`src/rtl/e2r_pkg.sv`:
```
package e2r_pkg;

    localparam int ANGLE_W  = 16;
    localparam int ENTRY_W  = 16;
    localparam int DP_FB    = 30;
    localparam int TRIG_FB  = 20;
    localparam int TABLE_LEN = 24;
    localparam int DP_W     = 34;
    localparam int TRIG_W   = 22;
    localparam logic signed [DP_W-1:0] GAIN_Q30 = 34'sd652032874;

    typedef logic signed [ANGLE_W-1:0] t_angle;
    typedef logic signed [ENTRY_W-1:0] t_entry;
    typedef logic signed [TRIG_W-1:0]  t_trig;

    typedef struct packed {
        t_angle yaw_angle;
        t_angle pitch_angle;
        t_angle roll_angle;
    } t_attitude;

    typedef struct packed {
        t_entry row0_col0;
        t_entry row0_col1;
        t_entry row0_col2;
        t_entry row1_col0;
        t_entry row1_col1;
        t_entry row1_col2;
        t_entry row2_col0;
        t_entry row2_col1;
        t_entry row2_col2;
    } t_matrix;

    typedef struct packed {
        t_trig c;
        t_trig s;
    } t_sincos;

    function automatic logic [31:0] atan_bam(input int idx);
        logic [31:0] v;
        case (idx)
            0:  v = 32'd536870912;
            1:  v = 32'd316933406;
            2:  v = 32'd167458907;
            3:  v = 32'd85004756;
            4:  v = 32'd42667331;
            5:  v = 32'd21354465;
            6:  v = 32'd10679838;
            7:  v = 32'd5340245;
            8:  v = 32'd2670163;
            9:  v = 32'd1335087;
            10: v = 32'd667544;
            11: v = 32'd333772;
            12: v = 32'd166886;
            13: v = 32'd83443;
            14: v = 32'd41722;
            15: v = 32'd20861;
            16: v = 32'd10430;
            17: v = 32'd5215;
            18: v = 32'd2608;
            19: v = 32'd1304;
            20: v = 32'd652;
            21: v = 32'd326;
            22: v = 32'd163;
            23: v = 32'd81;
            default: v = 32'd0;
        endcase
        return v;
    endfunction

endpackage

```
`src/rtl/e2r_cordic.sv`:
```
module e2r_cordic #(
    parameter int CORDIC_STAGES = 16
) (
    input  logic                 i_clk,
    input  logic                 i_en,
    input  logic [31:0]          i_bam,
    output e2r_pkg::t_sincos     o_sc
);
    import e2r_pkg::*;

    localparam int N = (CORDIC_STAGES < TABLE_LEN) ? CORDIC_STAGES : TABLE_LEN;

    logic signed [DP_W-1:0] r_x [N+1];
    logic signed [DP_W-1:0] r_y [N+1];
    logic signed [32:0]     r_z [N+1];
    logic                   r_neg [N+1];
    logic [31:0]            w_b;

    assign w_b = (i_bam[31:30] == 2'b01 || i_bam[31:30] == 2'b10) ?
                 i_bam + 32'h8000_0000 : i_bam;

    always_ff @(posedge i_clk) begin
        if (i_en) begin
            r_x[0]   <= GAIN_Q30;
            r_y[0]   <= '0;
            r_z[0]   <= 33'(signed'(w_b));
            r_neg[0] <= (i_bam[31:30] == 2'b01 || i_bam[31:30] == 2'b10);
        end
    end

    for (genvar g = 0; g < N; g++) begin : g_stage
        logic signed [DP_W-1:0] w_dx, w_dy;
        logic signed [32:0]     w_a;
        assign w_dx = r_y[g] >>> g;
        assign w_dy = r_x[g] >>> g;
        assign w_a  = 33'(atan_bam(g));
        always_ff @(posedge i_clk) begin
            if (i_en) begin
                r_neg[g+1] <= r_neg[g];
                if (!r_z[g][32]) begin
                    r_x[g+1] <= r_x[g] - w_dx;
                    r_y[g+1] <= r_y[g] + w_dy;
                    r_z[g+1] <= r_z[g] - w_a;
                end else begin
                    r_x[g+1] <= r_x[g] + w_dx;
                    r_y[g+1] <= r_y[g] - w_dy;
                    r_z[g+1] <= r_z[g] + w_a;
                end
            end
        end
    end

    logic signed [DP_W-1:0] w_xr, w_yr;
    assign w_xr = (r_x[N] + DP_W'(1 << (DP_FB - TRIG_FB - 1))) >>> (DP_FB - TRIG_FB);
    assign w_yr = (r_y[N] + DP_W'(1 << (DP_FB - TRIG_FB - 1))) >>> (DP_FB - TRIG_FB);

    always_ff @(posedge i_clk) begin
        if (i_en) begin
            o_sc.c <= r_neg[N] ? TRIG_W'(-w_xr) : TRIG_W'(w_xr);
            o_sc.s <= r_neg[N] ? TRIG_W'(-w_yr) : TRIG_W'(w_yr);
        end
    end

    logic unused;
    assign unused = ^{r_z[N]};
endmodule

```
`config.mk`:
```
export PLATFORM = sky130hd
export DESIGN_NAME = e2r_cordic
export DESIGN_NICKNAME = d
export VERILOG_FILES = /design/src/rtl/e2r_pkg.sv /design/src/rtl/e2r_cordic.sv
export SDC_FILE = /design/constraint.sdc
export NUM_CORES = 2
export LEC_CHECK = 0
export BUFFER_PORTS_ARGS = -buffer_cell sky130_fd_sc_hd__buf_2
export CAP_MARGIN = 20
export CORE_UTILIZATION = 55
export DETAILED_ROUTE_END_ITERATION = 7
export GPL_TIMING_DRIVEN = 0
export PLACE_DENSITY = 0.68
export SLEW_MARGIN = 30
export SYNTH_ARGS = -nofsm -noshare
export SYNTH_HDL_FRONTEND = slang
export SYNTH_SLANG_ARGS = --single-unit
```
`constraint.sdc`:
```
create_clock -name i_clk -period 17 [get_ports i_clk]
set_clock_uncertainty 0.05 [all_clocks]
set_input_delay 2.55 -clock i_clk [delete_from_list [all_inputs] [get_ports i_clk]]
set_output_delay 2.55 -clock i_clk [all_outputs]
set_load 0.1 [all_outputs]
```
==> flow_metrics.tcl <==
set metrics [dict create \
    status "complete, no violations" \
    setup.worst_path.class "input port to flop" \
    synthXorXnorAreaFrac 0.134 \
    wirelength_met1_mm 145 \
    rsz0062_at_grt "no" \
    synth-edff-count 1528 \
    routedWlPerCell_um 20.5 \
    wl_mm 333 \
    synthArstFlopShare 0 \
    dp_hpwl_mm 268 \
    vias 98262 \
    synthMuxAreaShare 0.00959 \
    netlist_area_um2 125000 \
    area_growth_pct 9.38 \
    die_y_um 479 \
    cts_buffers 176 \
    synth_area_per_cell_um2 9.80 \
    fin_nets 14517 \
    cts.sinks 1528 \
    startpoint "i_en" \
    ys.flop_type "edfxtp_1" \
    synth-simple-area-share 0.125 \
    dr_wl_met2_mm 158 \
    io_buffers 77 \
    path_max_fanout 60 \
    top_layer "met5" \
    drc 0 \
    drt_iter0_drc 7228 \
    end_kind "flop" \
    synth.distinct_cells 95 \
    gp_congestion 0.956 \
    startpoint_type "input port" \
    cp_data_arrival_time_ns 10.17 \
    cts_tree "yes" \
    path_clk_slew_ns 0.06 \
    grt-ovfl-total 0 \
    cts_buffer_depth 3 \
    period_minus_slack_ns 9.60 \
    io_pins 78 \
    finalHoldViolations 0 \
    ys_seq_area_frac 0.367 \
    synth_nets 14213 \
    synthAdderAreaFrac 0.145 \
    cts_resized 0 \
    required_ns 17.57 \
    synth_top_family_by_area "compound AO/OA/AOI/OAI gates" \
    start_util 0.555 \
    setup_tns_ns 0 \
    layout-drive-gt1-share 0.0503 \
    clk_root_buffer_cell "clkbuf_16" \
    min_from "r_neg[0][1]" \
    worstReg2RegStart "r_z[12][32]" \
    slew_headroom 0.274 \
    tightest_slew_ns 1.08 \
    syn_inst 12759 \
    dieArea_um2 229000 \
    die_x_um 479 \
    globalRouteTotalUtil 0.285 \
    dr.pass1.iters 6 \
    core_um2 225000 \
    slew_viol_final 0 \
    synth_compound_area_frac 0.200 \
    n_fill_cell 18950 \
    max-cap-violations 0 \
    post-route-period-util 0.565 \
    clock.fmax_mhz 104 \
    setup_viol_count_final 0 \
    hp-class "flop to flop" \
    worstSkewPairLatency_ns 0.83 \
    htreeDepth 4 \
    grt_max_degree 61 \
    grt_pass1_wl_mm 524 \
    vias_per_cell 6.06 \
    cts_hold_buf 0 \
    synth-seq-cells 1528 \
    wl_met3_mm 16.8 \
    first_global_vias 94988 \
    rows 174 \
    antenna_found_initial 10 \
    cts_setup_buffers 0 \
    yosysWarnings 0 \
    antenna_left 0 \
]
[layout make-up]
type | count | area (um2) | share of cell area
clock buffer | 193 | 4510 | 0.0330
tap | 2992 | 3740 | 0.0274
clock inverter | 137 | 1720 | 0.0126
timing repair buffer | 126 | 1590 | 0.0116
multi-input combinational | 10558 | 76700 | 0.561
sequential | 1528 | 45900 | 0.335
antenna | 5 | 12.5 | 0.0000915
inverter | 492 | 1850 | 0.0135
buffer | 181 | 772 | 0.00564
[final timing paths]
path | endpoint | slack (ns) | depth (start not counted)
worst min register to register | r_neg[0][2] | 0.36 | 0
worst max register to register | r_x[13][33] | 10.53 | 18
worst min-delay path | r_neg[0][2] | 0.36 | 0
worst max-delay path | r_x[10][32] | 7.40 | 23
[per-layer routing]
layer	vias up	track usage
met4	4	0.107
met1	46747	0.369
met5	-	0
met2	2650	0.487
li1	48303	-
met3	558	0.0336
[cells in the mapped netlist, drive strengths merged (21+ instances only)]
cell type / number / area [um2]
edfxtp: 1528 / 45900
ha: 1378 / 17200
a21oi: 1288 / 6460
xnor2: 1257 / 11000
nor2: 953 / 3580
o21ai: 687 / 3440
a21o: 684 / 5130
nand2: 672 / 2520
xor2: 646 / 5670
inv: 485 / 1820
nor3: 291 / 1480
nand3: 224 / 1120
nand2b: 223 / 1400
o21a: 197 / 1480
nor2b: 170 / 1060
o21bai: 152 / 1140
clkbuf: 143 / 537
o31ai: 140 / 1050
and3: 132 / 826
nand4: 116 / 726
a31oi: 115 / 719
a211oi: 107 / 803
and2: 73 / 457
or3: 73 / 457
nor4: 70 / 444
or2: 68 / 425
mux2: 63 / 709
o41ai: 58 / 523
a21boi: 50 / 375
mux2i: 49 / 490
o31a: 46 / 403
o211ai: 43 / 323
fa: 42 / 841
buf: 38 / 146
or4: 38 / 289
and4: 36 / 315
a31o: 33 / 289
a211o: 32 / 280
a2111oi: 31 / 278
nand3b: 27 / 203
o2111ai: 27 / 236
a221o: 23 / 230
a221oi: 23 / 208
nor3b: 21 / 158
[cell families (layout without fill, tap and decap cells)]
logic type                 Yosys count  count (layout)
other                                0               5
adders and majority gates         1420            1420
AOI/OAI and AO/OA                 3917            3917
muxes                              112             112
and+or+nand+nor                   3205            3205
DFF                               1528            1528
buffers and inverters              673            1129
xor gates and xnor gates          1904            1904
[state kept, by name (all words and copies together), names as in the netlist]
register	flops
r_x	473
o_sc	44
r_z	494
r_neg	17
r_y	500
[through the flow]
stage / hold slack (ns) / util / worst slack, ns / area [um2] / instances
detailed placement: 0.355 / 0.579 / 6.55 / 131000 / 15877
finish: 0.365 / 0.607 / 7.40 / 137000 / 16212
global route: 0.368 / 0.607 / 7.00 / 137000 / 16209
CTS: 0.361 / 0.607 / 7.41 / 137000 / 16207
floorplan: 0.350 / - / 9.71 / 125000 / 12759
global placement: 0.350 / 0.573 / 3.35 / 129000 / 15828
[worst max-delay path, stage by stage]
cell and delay, ns:
buf_8 0.24, buf_16 0.27, clkbuf_1 0.75, clkbuf_2 0.43, buf_16 0.20, nand2_1 0.39, inv_1 0.32, clkbuf_1 0.46
clkbuf_2 0.37, buf_12 0.22, nor2_1 0.07, xor2_1 0.32, ha_1 0.25, a21o_1 0.15, nand4_1 0.13, a31oi_1 0.46
nand4_1 0.18, a21boi_0 0.80, a221oi_1 0.29, o21ai_0 0.39, o211ai_1 0.20, o21ai_0 0.22, xor2_1 0.29
[cell usage in the layout (no fill, tap or decap), types with 223 or more instances in the layout]
cell      count
edfxtp_1   1528
ha_1       1378
a21oi_1    1286
xnor2_1    1257
nor2_1      953
a21o_1      684
o21ai_0     679
nand2_1     671
xor2_1      645
inv_1       482
nor3_1      288
nand3_1     224
nand2b_1    223
Power is not shown: default switching activity piles up to over one toggle a cycle in this logic, so the estimate is an artifact.
