[src/rtl/e2r_pkg.sv]
package e2r_pkg;

    localparam int ANGLE_W  = 16;
    localparam int ENTRY_W  = 16;
    localparam int DP_FB    = 30;
    localparam int TRIG_FB  = 20;
    localparam int TABLE_LEN = 24;
    localparam int DP_W     = 34;
    localparam int TRIG_W   = 22;
    localparam logic signed [DP_W-1:0] GAIN_Q30 = 34'sd652032874;

    typedef logic signed [ANGLE_W-1:0] t_angle;
    typedef logic signed [ENTRY_W-1:0] t_entry;
    typedef logic signed [TRIG_W-1:0]  t_trig;

    typedef struct packed {
        t_angle yaw_angle;
        t_angle pitch_angle;
        t_angle roll_angle;
    } t_attitude;

    typedef struct packed {
        t_entry row0_col0;
        t_entry row0_col1;
        t_entry row0_col2;
        t_entry row1_col0;
        t_entry row1_col1;
        t_entry row1_col2;
        t_entry row2_col0;
        t_entry row2_col1;
        t_entry row2_col2;
    } t_matrix;

    typedef struct packed {
        t_trig c;
        t_trig s;
    } t_sincos;

    function automatic logic [31:0] atan_bam(input int idx);
        logic [31:0] v;
        case (idx)
            0:  v = 32'd536870912;
            1:  v = 32'd316933406;
            2:  v = 32'd167458907;
            3:  v = 32'd85004756;
            4:  v = 32'd42667331;
            5:  v = 32'd21354465;
            6:  v = 32'd10679838;
            7:  v = 32'd5340245;
            8:  v = 32'd2670163;
            9:  v = 32'd1335087;
            10: v = 32'd667544;
            11: v = 32'd333772;
            12: v = 32'd166886;
            13: v = 32'd83443;
            14: v = 32'd41722;
            15: v = 32'd20861;
            16: v = 32'd10430;
            17: v = 32'd5215;
            18: v = 32'd2608;
            19: v = 32'd1304;
            20: v = 32'd652;
            21: v = 32'd326;
            22: v = 32'd163;
            23: v = 32'd81;
            default: v = 32'd0;
        endcase
        return v;
    endfunction

endpackage

[src/rtl/e2r_to_bam.sv]
module e2r_to_bam #(
    parameter int ANGLE_FRAC_BITS = 6
) (
    input  logic                  i_clk,
    input  logic                  i_en,
    input  e2r_pkg::t_angle       i_angle,
    output logic [31:0]           o_bam
);
    import e2r_pkg::*;

    // 360*2^F = 45*2^(F+3): |a| = 45*q + r gives q*2^(29-F) plus a table term for r
    localparam int          SH      = 29 - ANGLE_FRAC_BITS;
    localparam longint      DEN     = longint'(360) << ANGLE_FRAC_BITS;
    localparam int          NREM    = 45;
    // ceil(2^21/45), exact quotient for |a| <= 2^15
    localparam logic [16:0] RECIP45 = 17'd46604;

    logic [31:0] w_tbl [NREM];
    logic [15:0] w_mag;
    logic [30:0] w_prod;
    logic [9:0]  w_q;
    logic [15:0] w_qx45;
    logic [5:0]  w_r;
    logic        r_neg;
    logic [9:0]  r_q;
    logic [5:0]  r_r;
    logic [31:0] w_b;

    // rounded binary angle of r/45 of a turn step, halves away from zero
    for (genvar k = 0; k < NREM; k++) begin : g_tbl
        assign w_tbl[k] = 32'(((longint'(k) << 32) + DEN / 2) / DEN);
    end

    assign w_mag  = i_angle[15] ? 16'(-i_angle) : 16'(i_angle);
    assign w_prod = 31'(w_mag) * 31'(RECIP45);
    assign w_q    = 10'(w_prod >> 21);
    assign w_qx45 = 16'(w_q) * 16'(NREM);
    assign w_r    = 6'(w_mag - w_qx45);

    always_ff @(posedge i_clk) begin
        if (i_en) begin
            r_neg <= i_angle[15];
            r_q   <= w_q;
            r_r   <= w_r;
        end
    end

    assign w_b = (32'(r_q) << SH) + w_tbl[r_r];

    always_ff @(posedge i_clk) begin
        if (i_en) begin
            o_bam <= r_neg ? (32'd0 - w_b) : w_b;
        end
    end
endmodule

[config.mk]
export PLATFORM = sky130hd
export DESIGN_NAME = e2r_to_bam
export DESIGN_NICKNAME = d
export VERILOG_FILES = /design/src/rtl/e2r_pkg.sv /design/src/rtl/e2r_to_bam.sv
export SDC_FILE = /design/constraint.sdc
export NUM_CORES = 1
export LEC_CHECK = 0
export BUFFER_PORTS_ARGS = -buffer_cell sky130_fd_sc_hd__buf_2
export CAP_MARGIN = 20
export CORE_ASPECT_RATIO = 2
export CORE_MARGIN = 4
export CORE_UTILIZATION = 25
export DETAILED_ROUTE_END_ITERATION = 8
export SYNTH_ARGS = -nofsm -noshare
export SYNTH_HDL_FRONTEND = slang
export SYNTH_SLANG_ARGS = --single-unit
[constraint.sdc]
create_clock -name i_clk -period 17.3 [get_ports i_clk]
set_input_delay 0 -clock i_clk [delete_from_list [all_inputs] [get_ports i_clk]]
set_output_delay 0 -clock i_clk [all_outputs]
set_load 0.03 [all_outputs]
==> qor.yml, run 1 <==
outcome:
  status: "finished, final reports clean"
cells_and_area:
  insertedDiodeCount: 0
  final_nets: 934
  layout-drive-gt1-share_pct: 10.39
  area_growth_pct: 10.98
sta:
  worst_slew_pin_slew_ns: 1.035
  fin_worst_skew_ns: 0.003886
  hold_viol_final: 0
  slew_violations: 0
  min_period_over_period_pct: 50.13
  max-slew-margin-rel_pct: 31.01
  fin_crit_ns: 8.672
  finalSetupViolations: 0
  rsz0062_at_grt: "no"
  fmax_mhz: 115.3
  fin_setup_tns_ns: 0
logic_synthesis:
  yosys_register_bits: 48
  async_reset_ff_share_pct: 0
  synth_cell_types: 65
  syn_area_per_cell_sq_um: 10.02
  synth_edf_count: 48
  synthesis.area_sq_mm: 0.006985
  yosysWarnings: 0
  netlist_instances: 697
  syn_nets: 891
  synth_seq_area_share_pct: 20.63
  ys.flop_type: "edfxtp_1"
drt:
  wirelength_um: 16550
  wl_per_cell_um: 15.14
  drtIter0Drc: 133
  drc: 0
  viasPerCell: 4.642
  dr.pass1.iters: 4
  antenna_left: 0
  num_vias: 5074
cts:
  cts.sinks: 48
  cts_tree: "done"
  clk_pin_slew_ns: 0.07
  clock_latency_ns: 0.29
  hold_buffers: 0
  cts_made_buffers: 5
  post_cts_buffers: 0
  postCtsResizedCells: 0
  h-tree-depth: 2
  clockBufferDepth: 2
  clock-root-buffer: "clkbuf_16"
die:
  core_area_sq_mm: 0.02755
  dieHeight_um: 244.4
  num_rows: 86
  die_area_sq_mm: 0.03084
  die_x_um: 126.2
  io_pins: 50
  start_util_pct: 25.36
placement:
  gp_congestion: 0.8769
  place.port_buffers: 49
  hpwl_um: 14290
setup_path:
  end_kind: "flip-flop"
  cp_slowest_cell: "o31ai_1"
  critPathKind: "input pin to flip-flop"
  timing.rr.start: "r_r[1]"
  cp.depth: 33
  cp.required_ns: 17.34
  crit_buf_inv: 8
  startpoint_type: "input pin"
  arrival_ns: 8.71
  r2r_cells: 9
  cpPeakStageDelay_ns: 0.55
  crit_family: "adder cells"
  reg2reg_to: "o_bam[11]"
  crit_end: "r_r[5]"
  r2r_slack_ns: 13.40
  crit_start: "i_angle[0]"
  crit_top_cell: "inv_1"
  cp_max_fo: 8
grt:
  antenna_found_initial: 0
  grt_pass1_wl_um: 27030
  grt_max_degree: 49
  grt_usage_pct: 10.91
  grt_pass1_vias: 5359
  grt_overflow_total: 0
min_path:
  hp-class: "input pin to flip-flop"
  min_path_cells: 1
  holdCritStartpoint: "i_angle[15]"
run:
  maxCapViolations: 0
cell type report:
class	count	area (sq um)
fill	2970	19790
multi-input combinational	502	4935
timing repair buffer	55	287.8
clock buffer	5	125.1
inverter	128	480.5
tap	352	440.4
sequential	48	1441
clock inverter	3	42.54
Yosys cell counts, types with 2 or more instances:
| library cell | count | area, sq um |
|---|---|---|
| o41ai_4 | 2 | 55.05 |
| clkbuf_1 | 4 | 15.01 |
| a2111oi_0 | 2 | 17.52 |
| inv_1 | 127 | 476.7 |
| and3_1 | 3 | 18.77 |
| o31ai_4 | 2 | 42.54 |
| o21bai_1 | 5 | 37.54 |
| nand3b_1 | 2 | 15.01 |
| fa_1 | 54 | 1081 |
| and4_1 | 2 | 17.52 |
| a211o_1 | 3 | 26.28 |
| nor2_1 | 21 | 78.83 |
| buf_6 | 6 | 67.56 |
| nor3_1 | 9 | 45.04 |
| a21o_1 | 16 | 120.1 |
| ha_1 | 122 | 1526 |
| nor2b_1 | 13 | 81.33 |
| mux4_2 | 3 | 67.56 |
| a21oi_1 | 30 | 150.1 |
| or4_1 | 3 | 22.52 |
| a41oi_1 | 5 | 43.79 |
| mux2i_1 | 6 | 60.06 |
| o21ai_0 | 26 | 130.1 |
| or3_1 | 5 | 31.28 |
| buf_2 | 7 | 35.03 |
| nor4_1 | 2 | 12.51 |
| edfxtp_1 | 48 | 1441 |
| nand2_1 | 31 | 116.4 |
| o31ai_1 | 11 | 82.58 |
| a211oi_1 | 5 | 37.54 |
| nand2b_1 | 7 | 43.79 |
| xnor2_1 | 47 | 411.6 |
| a21boi_0 | 2 | 15.01 |
| o41ai_1 | 4 | 35.03 |
| o211ai_1 | 2 | 15.01 |
| xor2_1 | 19 | 166.4 |
| nand3_1 | 9 | 45.04 |
| o21a_1 | 4 | 30.03 |
| nand4_1 | 2 | 12.51 |
registers in the layout (all words and copies together) (netlist names):
register and cells:
r_neg 1, r_q 9, o_bam 32, r_r 6
metal layers:
metal	vias up	track usage, %	part of all wire (%)
met1	2467	10.16	34
met4	0	5.212	4.5
met3	34	0.8962	2.1
met2	86	22.83	60
met5	-	0	0
li1	2487	-	-
cell families after synthesis:
kind of cell | after synthesis | share of synthesized area, %
adder cells (fa/ha/maj) | 176 | 37.33
XOR/XNOR | 67 | 8.597
flip-flops | 48 | 20.63
AO/OA/AOI/OAI | 133 | 13.97
AND/OR/NAND/NOR | 117 | 8.920
buffers and inverters | 147 | 8.723
multiplexers | 9 | 1.827
placed cells by master (no fill, tap or decap), types with 3 or more instances in the layout:
master / count
nor2b_1: 13
inv_1: 127
o21ai_0: 26
clkbuf_16: 5
mux2i_1: 6
edfxtp_1: 48
or4_1: 3
and3_1: 3
fa_1: 54
a211o_1: 3
nor2_1: 21
a21oi_1: 30
o41ai_1: 4
nand3_1: 9
mux4_2: 3
nand2b_1: 7
ha_1: 122
o31ai_1: 11
nand2_1: 31
a21o_1: 16
or3_1: 5
a41oi_1: 5
buf_4: 5
buf_2: 49
nor3_1: 9
o21bai_1: 5
xor2_1: 19
a211oi_1: 5
xnor2_1: 47
o21a_1: 4
how the worst min path moves through the flow:
stage                        to  slack, ns
after floorplan           r_neg        0.1
after global placement    r_neg       0.43
after detailed placement  r_neg       0.43
after CTS                 r_neg       0.12
after global routing      r_neg       0.14
final                     r_neg       0.13
metrics by stage:
step / utilization (%) / setup WS, ns / hold WS, ns / area (sq um) / instances
floorplan: - / 9.222 / 0.09887 / 6985 / 697
detailed placement: 27.52 / 8.306 / 0.4320 / 7580 / 1084
global route: 28.14 / 7.999 / 0.1365 / 7752 / 1093
global placement: 27.52 / 8.501 / 0.4344 / 7580 / 1084
CTS: 28.13 / 8.574 / 0.1228 / 7747 / 1092
finish: 28.14 / 8.628 / 0.1255 / 7752 / 1093
worst reg2reg max path: stages (launching register included):
cell	delay [ns]
edfxtp_1	0.60
inv_1	0.24
ha_1	0.58
nor2_1	0.17
a21o_1	0.18
mux4_2	0.45
mux2i_1	0.57
or3_4	0.38
o21ai_0	0.20
xor2_1	0.26
Power of run 1 is left out: the tool's default activity adds up to more than one toggle a clock period on the data nets, which glitch-free logic cannot reach.
==> run 2, diff against run 1 <==
==> constraint.sdc (replaced) <==
create_clock -name i_clk -period 8.9 [get_ports i_clk]
set_input_delay 0 -clock i_clk [delete_from_list [all_inputs] [get_ports i_clk]]
set_output_delay 0 -clock i_clk [all_outputs]
set_load 0.03 [all_outputs]
==> run 2 against run 1 <==
Against the previous run: non-clock buffer count rose by 8; final cell count rose by 0.73%; cell area rose by 0.48%; worst setup slack got worse by 8.1 ns; highest routed layer unchanged; flip-flop and latch count did not move; critical endpoint unchanged; via count rose by 0.91%; clock skew barely moved; first-iteration DRC count rose by 41%; critical path depth fell by 1.
==> qor.yml, run 2 (same netlist as run 1, synthesis figures left out) <==
setup_path:
  critPathKind: "input pin to flip-flop"
  cp.required_ns: 8.93
  cp_max_fo: 8
  startpoint_type: "input pin"
  end_kind: "flip-flop"
  cp_slowest_cell: "fa_1"
  cpPeakStageDelay_ns: 0.55
  arrival_ns: 8.39
cts:
  cts_made_buffers: 5
  cts.sinks: 48
  hold_buffers: 0
  clockBufferDepth: 2
  postCtsResizedCells: 0
  clk_pin_slew_ns: 0.06
  h-tree-depth: 2
  clock_latency_ns: 0.29
  clock-root-buffer: "clkbuf_16"
  cts_tree: "done"
  post_cts_buffers: 0
grt:
  grt_pass1_wl_um: 27390
  grt_overflow_total: 0
  grt_max_degree: 49
  grt_pass1_vias: 5467
  grt_usage_pct: 10.99
  antenna_found_initial: 0
placement:
  place.port_buffers: 49
  hpwl_um: 14490
  gp_congestion: 0.9084
cells_and_area:
  insertedDiodeCount: 0
  largest_register_ffs: 32
  reg_top3: "o_bam x32, r_q x9, r_r x6"
  final_cell_mix: "127 x inv_1, 122 x ha_1, 54 x fa_1"
  final_common_cell: "inv_1"
  layout-drive-gt1-share_pct: 11.35
  final_nets: 942
  fin_util_pct: 28.28
  top_register: "o_bam"
  area_growth_pct: 11.52
drt:
  dr.pass1.iters: 7
  num_vias: 5120
  antenna_left: 0
  wl_per_cell_um: 15.07
  viasPerCell: 4.650
  drc: 0
  drtIter0Drc: 187
  wirelength_um: 16590
sta:
  fin_worst_skew_ns: 0.003700
  fin_setup_tns_ns: 0
  fin_crit_ns: 8.354
  worst_slew_pin_slew_ns: 0.8833
  fmax_mhz: 119.7
  max-slew-margin-rel_pct: 41.11
  rsz0062_at_grt: "no"
  slew_violations: 0
  finalSetupViolations: 0
  hold_viol_final: 0
  whs_ns: 0.1431
  min_period_over_period_pct: 93.87
die:
  start_util_pct: 25.36
  die_x_um: 126.2
  die_area_sq_mm: 0.03084
  io_pins: 50
  num_rows: 86
  core_area_sq_mm: 0.02755
  dieHeight_um: 244.4
outcome:
  status: "finished, final reports clean"
run:
  maxCapViolations: 0
min_path:
  hp-class: "input pin to flip-flop"
## run 2: changes by cell type in the layout (fill, tap and decap cells not counted)
| cell | before | now |
|---|---|---|
| buf_4 | 5 | 14 |
| bufinv_16 | 1 | 0 |
| clkbuf_2 | 1 | 0 |
| clkinv_2 | 0 | 1 |
| clkinv_4 | 1 | 0 |
| inv_6 | 0 | 1 |
## run 2: worst max-delay path: cells and delay by family
family / cells / cell delay (ns)
adders and majority gates: 12 / 4.94
AOI/OAI and AO/OA: 6 / 1.46
xor gates and xnor gates: 4 / 0.90
and+or+nand+nor: 3 / 0.53
buffers and inverters: 7 / 0.49
## run 2: layer usage
layer / part of all wire [%] / track usage (%) / vias to the layer above
met3: 2.9 / 0.8743 / 39
met4: 4.8 / 5.022 / 0
li1: - / - / 2495
met5: 0 / 0 / -
met1: 34 / 10.39 / 2479
met2: 59 / 22.95 / 107
## run 2: path summary, 6_finish.rpt
check,endpoint,slack [ns],cells after the start,start
setup / recovery,r_r[5],0.55,32,i_angle[0]
hold / removal,r_neg,0.14,1,i_angle[15]
hold reg to reg,o_bam[31],0.60,1,r_q[8]
setup reg to reg,o_bam[11],5.03,9,r_r[1]
## run 2: area by class of cell
class / instances / area [sq um]
clock buffer: 5 / 125.1
clock inverter: 3 / 17.52
timing repair buffer: 63 / 350.3
tap: 352 / 440.4
fill: 2992 / 19760
multi-input combinational: 502 / 4935
sequential: 48 / 1441
inverter: 128 / 480.5
## run 2: metrics by stage
stage,instance area [sq um],instances,setup slack (ns)
final,7790,1101,0.5456
after CTS,7790,1101,0.5286
after detailed placement,7647,1093,0.1892
after floorplan,6985,697,0.8220
after global placement,7647,1093,0.4011
after global routing,7790,1101,0.007367
Power of run 2 is left out for the same reason.
==> run 3, diff against run 2 <==
--- a/config.mk
+++ b/config.mk
@@ -6,11 +6,11 @@
 export NUM_CORES = 1
 export LEC_CHECK = 0
 export BUFFER_PORTS_ARGS = -buffer_cell sky130_fd_sc_hd__buf_2
-export CAP_MARGIN = 20
 export CORE_ASPECT_RATIO = 2
 export CORE_MARGIN = 4
 export CORE_UTILIZATION = 25
 export DETAILED_ROUTE_END_ITERATION = 8
+export PLACE_DENSITY = 0.4
 export SYNTH_ARGS = -nofsm -noshare
 export SYNTH_HDL_FRONTEND = slang
 export SYNTH_SLANG_ARGS = --single-unit
==> run 3 against run 2 <==
Against the previous run: first-iteration DRC count is 7.5% higher; core utilization is 0.37 points higher; cell area increased by 1.3%; register-to-register slack worse by 0.28 ns; clock-buffer cell count unchanged; flip-flop and latch count unchanged; largest cell class unchanged; highest routed layer unchanged.
==> qor.yml, run 3 (same netlist as run 1, synthesis figures left out) <==
outcome:
  status: "finished, final reports clean"
sta:
  fin_crit_ns: 8.135
  fin_worst_skew_ns: 0.01110
  setup_ws_ns: 0.7650
  worst_slew_pin_slew_ns: 0.9604
  min_period_over_period_pct: 91.40
  slew_violations: 0
  fin_setup_tns_ns: 0
  finalSetupViolations: 0
  rsz0062_at_grt: "no"
  hold_viol_final: 0
  max-slew-margin-rel_pct: 35.30
  fmax_mhz: 122.9
min_path:
  min_path_cells: 1
  hold_end: "r_neg"
  holdCritStartpoint: "i_angle[15]"
  hp-class: "input pin to flip-flop"
cells_and_area:
  top_register: "o_bam"
  n_fill_cell: 3018
  insertedDiodeCount: 0
  final_cell_mix: "127 x inv_1, 122 x ha_1, 54 x fa_1"
  regArea_sq_mm: 0.001441
  multi_input_area_sq_mm: 0.004940
  reg_top3: "o_bam x32, r_q x9, r_r x6"
  fin_area_sq_mm: 0.007891
  largest_register_ffs: 32
  area_growth_pct: 12.97
  final_nets: 948
  fin_cells: 1107
  layout-drive-gt1-share_pct: 12.32
  final_common_cell: "inv_1"
drt:
  wirelength_um: 19370
  drtIter0Drc: 201
  num_vias: 5102
  dr.pass1.iters: 4
  wl_per_cell_um: 17.49
  drc: 0
  viasPerCell: 4.609
  antenna_left: 0
placement:
  placed_area_sq_mm: 0.007692
  gp_congestion: 0.8105
  place.port_buffers: 49
  dpl.cell_count: 1099
  hpwl_um: 17070
  pre_cts_ws_ns: 0.1569
cts:
  cts_tree: "done"
  cts_made_buffers: 5
  clock-root-buffer: "clkbuf_16"
  postCtsResizedCells: 0
  hold_buffers: 0
  clock_latency_ns: 0.31
  cts.sinks: 48
  post_cts_buffers: 0
  clk_pin_slew_ns: 0.07
  clockBufferDepth: 2
  h-tree-depth: 2
die:
  io_pins: 50
  dieHeight_um: 244.4
  die_x_um: 126.2
  start_util_pct: 25.36
  num_rows: 86
  die_area_sq_mm: 0.03084
  core_area_sq_mm: 0.02755
setup_path:
  cp_slowest_cell: "fa_1"
  cp.required_ns: 8.94
  reg2reg_to: "o_bam[11]"
  cp_max_fo: 8
  r2r_cells: 9
  startpoint_type: "input pin"
  crit_family: "adder cells"
  timing.rr.start: "r_r[1]"
  end_kind: "flip-flop"
  cpPeakStageDelay_ns: 0.55
  crit_buf_inv: 8
  crit_top_cell: "inv_1"
  r2r_slack_ns: 4.75
  critPathKind: "input pin to flip-flop"
  arrival_ns: 8.18
  cp.depth: 33
grt:
  grt_max_degree: 49
  grt_pass1_vias: 5435
  grt_usage_pct: 12.77
  grt_overflow_total: 0
  use_met2_pct: 28.16
  use_met1_pct: 10.99
  antenna_found_initial: 0
  grt_pass1_wl_um: 30340
  busiest_layer: "met2"
  grtUsageMet3_pct: 0.8743
run:
  maxCapViolations: 0
[run 3: through the flow]
step	hold WS (ns)	util [%]
6_report	0.1289	28.65
5_1_grt	0.1398	28.65
4_1_cts	0.1176	28.63
3_5_place_dp	0.4399	27.93
3_3_place_gp	0.4400	27.93
2_1_floorplan	0.09887	-
[run 3: final cells by class]
cell class / instances / area share (%)
timing repair buffer: 69 / 5.010
clock buffer: 5 / 1.586
tap: 352 / 5.581
sequential: 48 / 18.27
multi-input combinational: 502 / 62.60
inverter: 128 / 6.088
clock inverter: 3 / 0.8720
[run 3: how the worst max path moves through the flow]
stage	from	endpoint	slack [ns]
2_1_floorplan	i_angle[1]	r_r[5]	0.82
3_3_place_gp	i_angle[0]	r_r[5]	0.27
4_1_cts	i_angle[0]	r_r[5]	0.49
6_report	i_angle[0]	r_r[5]	0.77
5_1_grt	i_angle[0]	r_r[5]	0.16
3_5_place_dp	i_angle[0]	r_r[5]	0.16
[run 3: per-layer routing]
| metal | vias to the layer above | part of all wire (%) |
|---|---|---|
| met4 | 0 | 4.4 |
| li1 | 2515 | - |
| met2 | 87 | 63 |
| met5 | - | 0 |
| met1 | 2471 | 31 |
| met3 | 29 | 1.6 |
[run 3: worst register-to-register path: cells and delay by family, from the launching register on]
family,cells,cell delay [ns]
xor+xnor,1,0.25
simple gates,3,0.81
buf+inv,1,0.24
compound gates,2,0.99
mux,1,0.45
fa+ha+maj,1,0.49
flops,1,0.65
Power of run 3 is left out for the same reason.
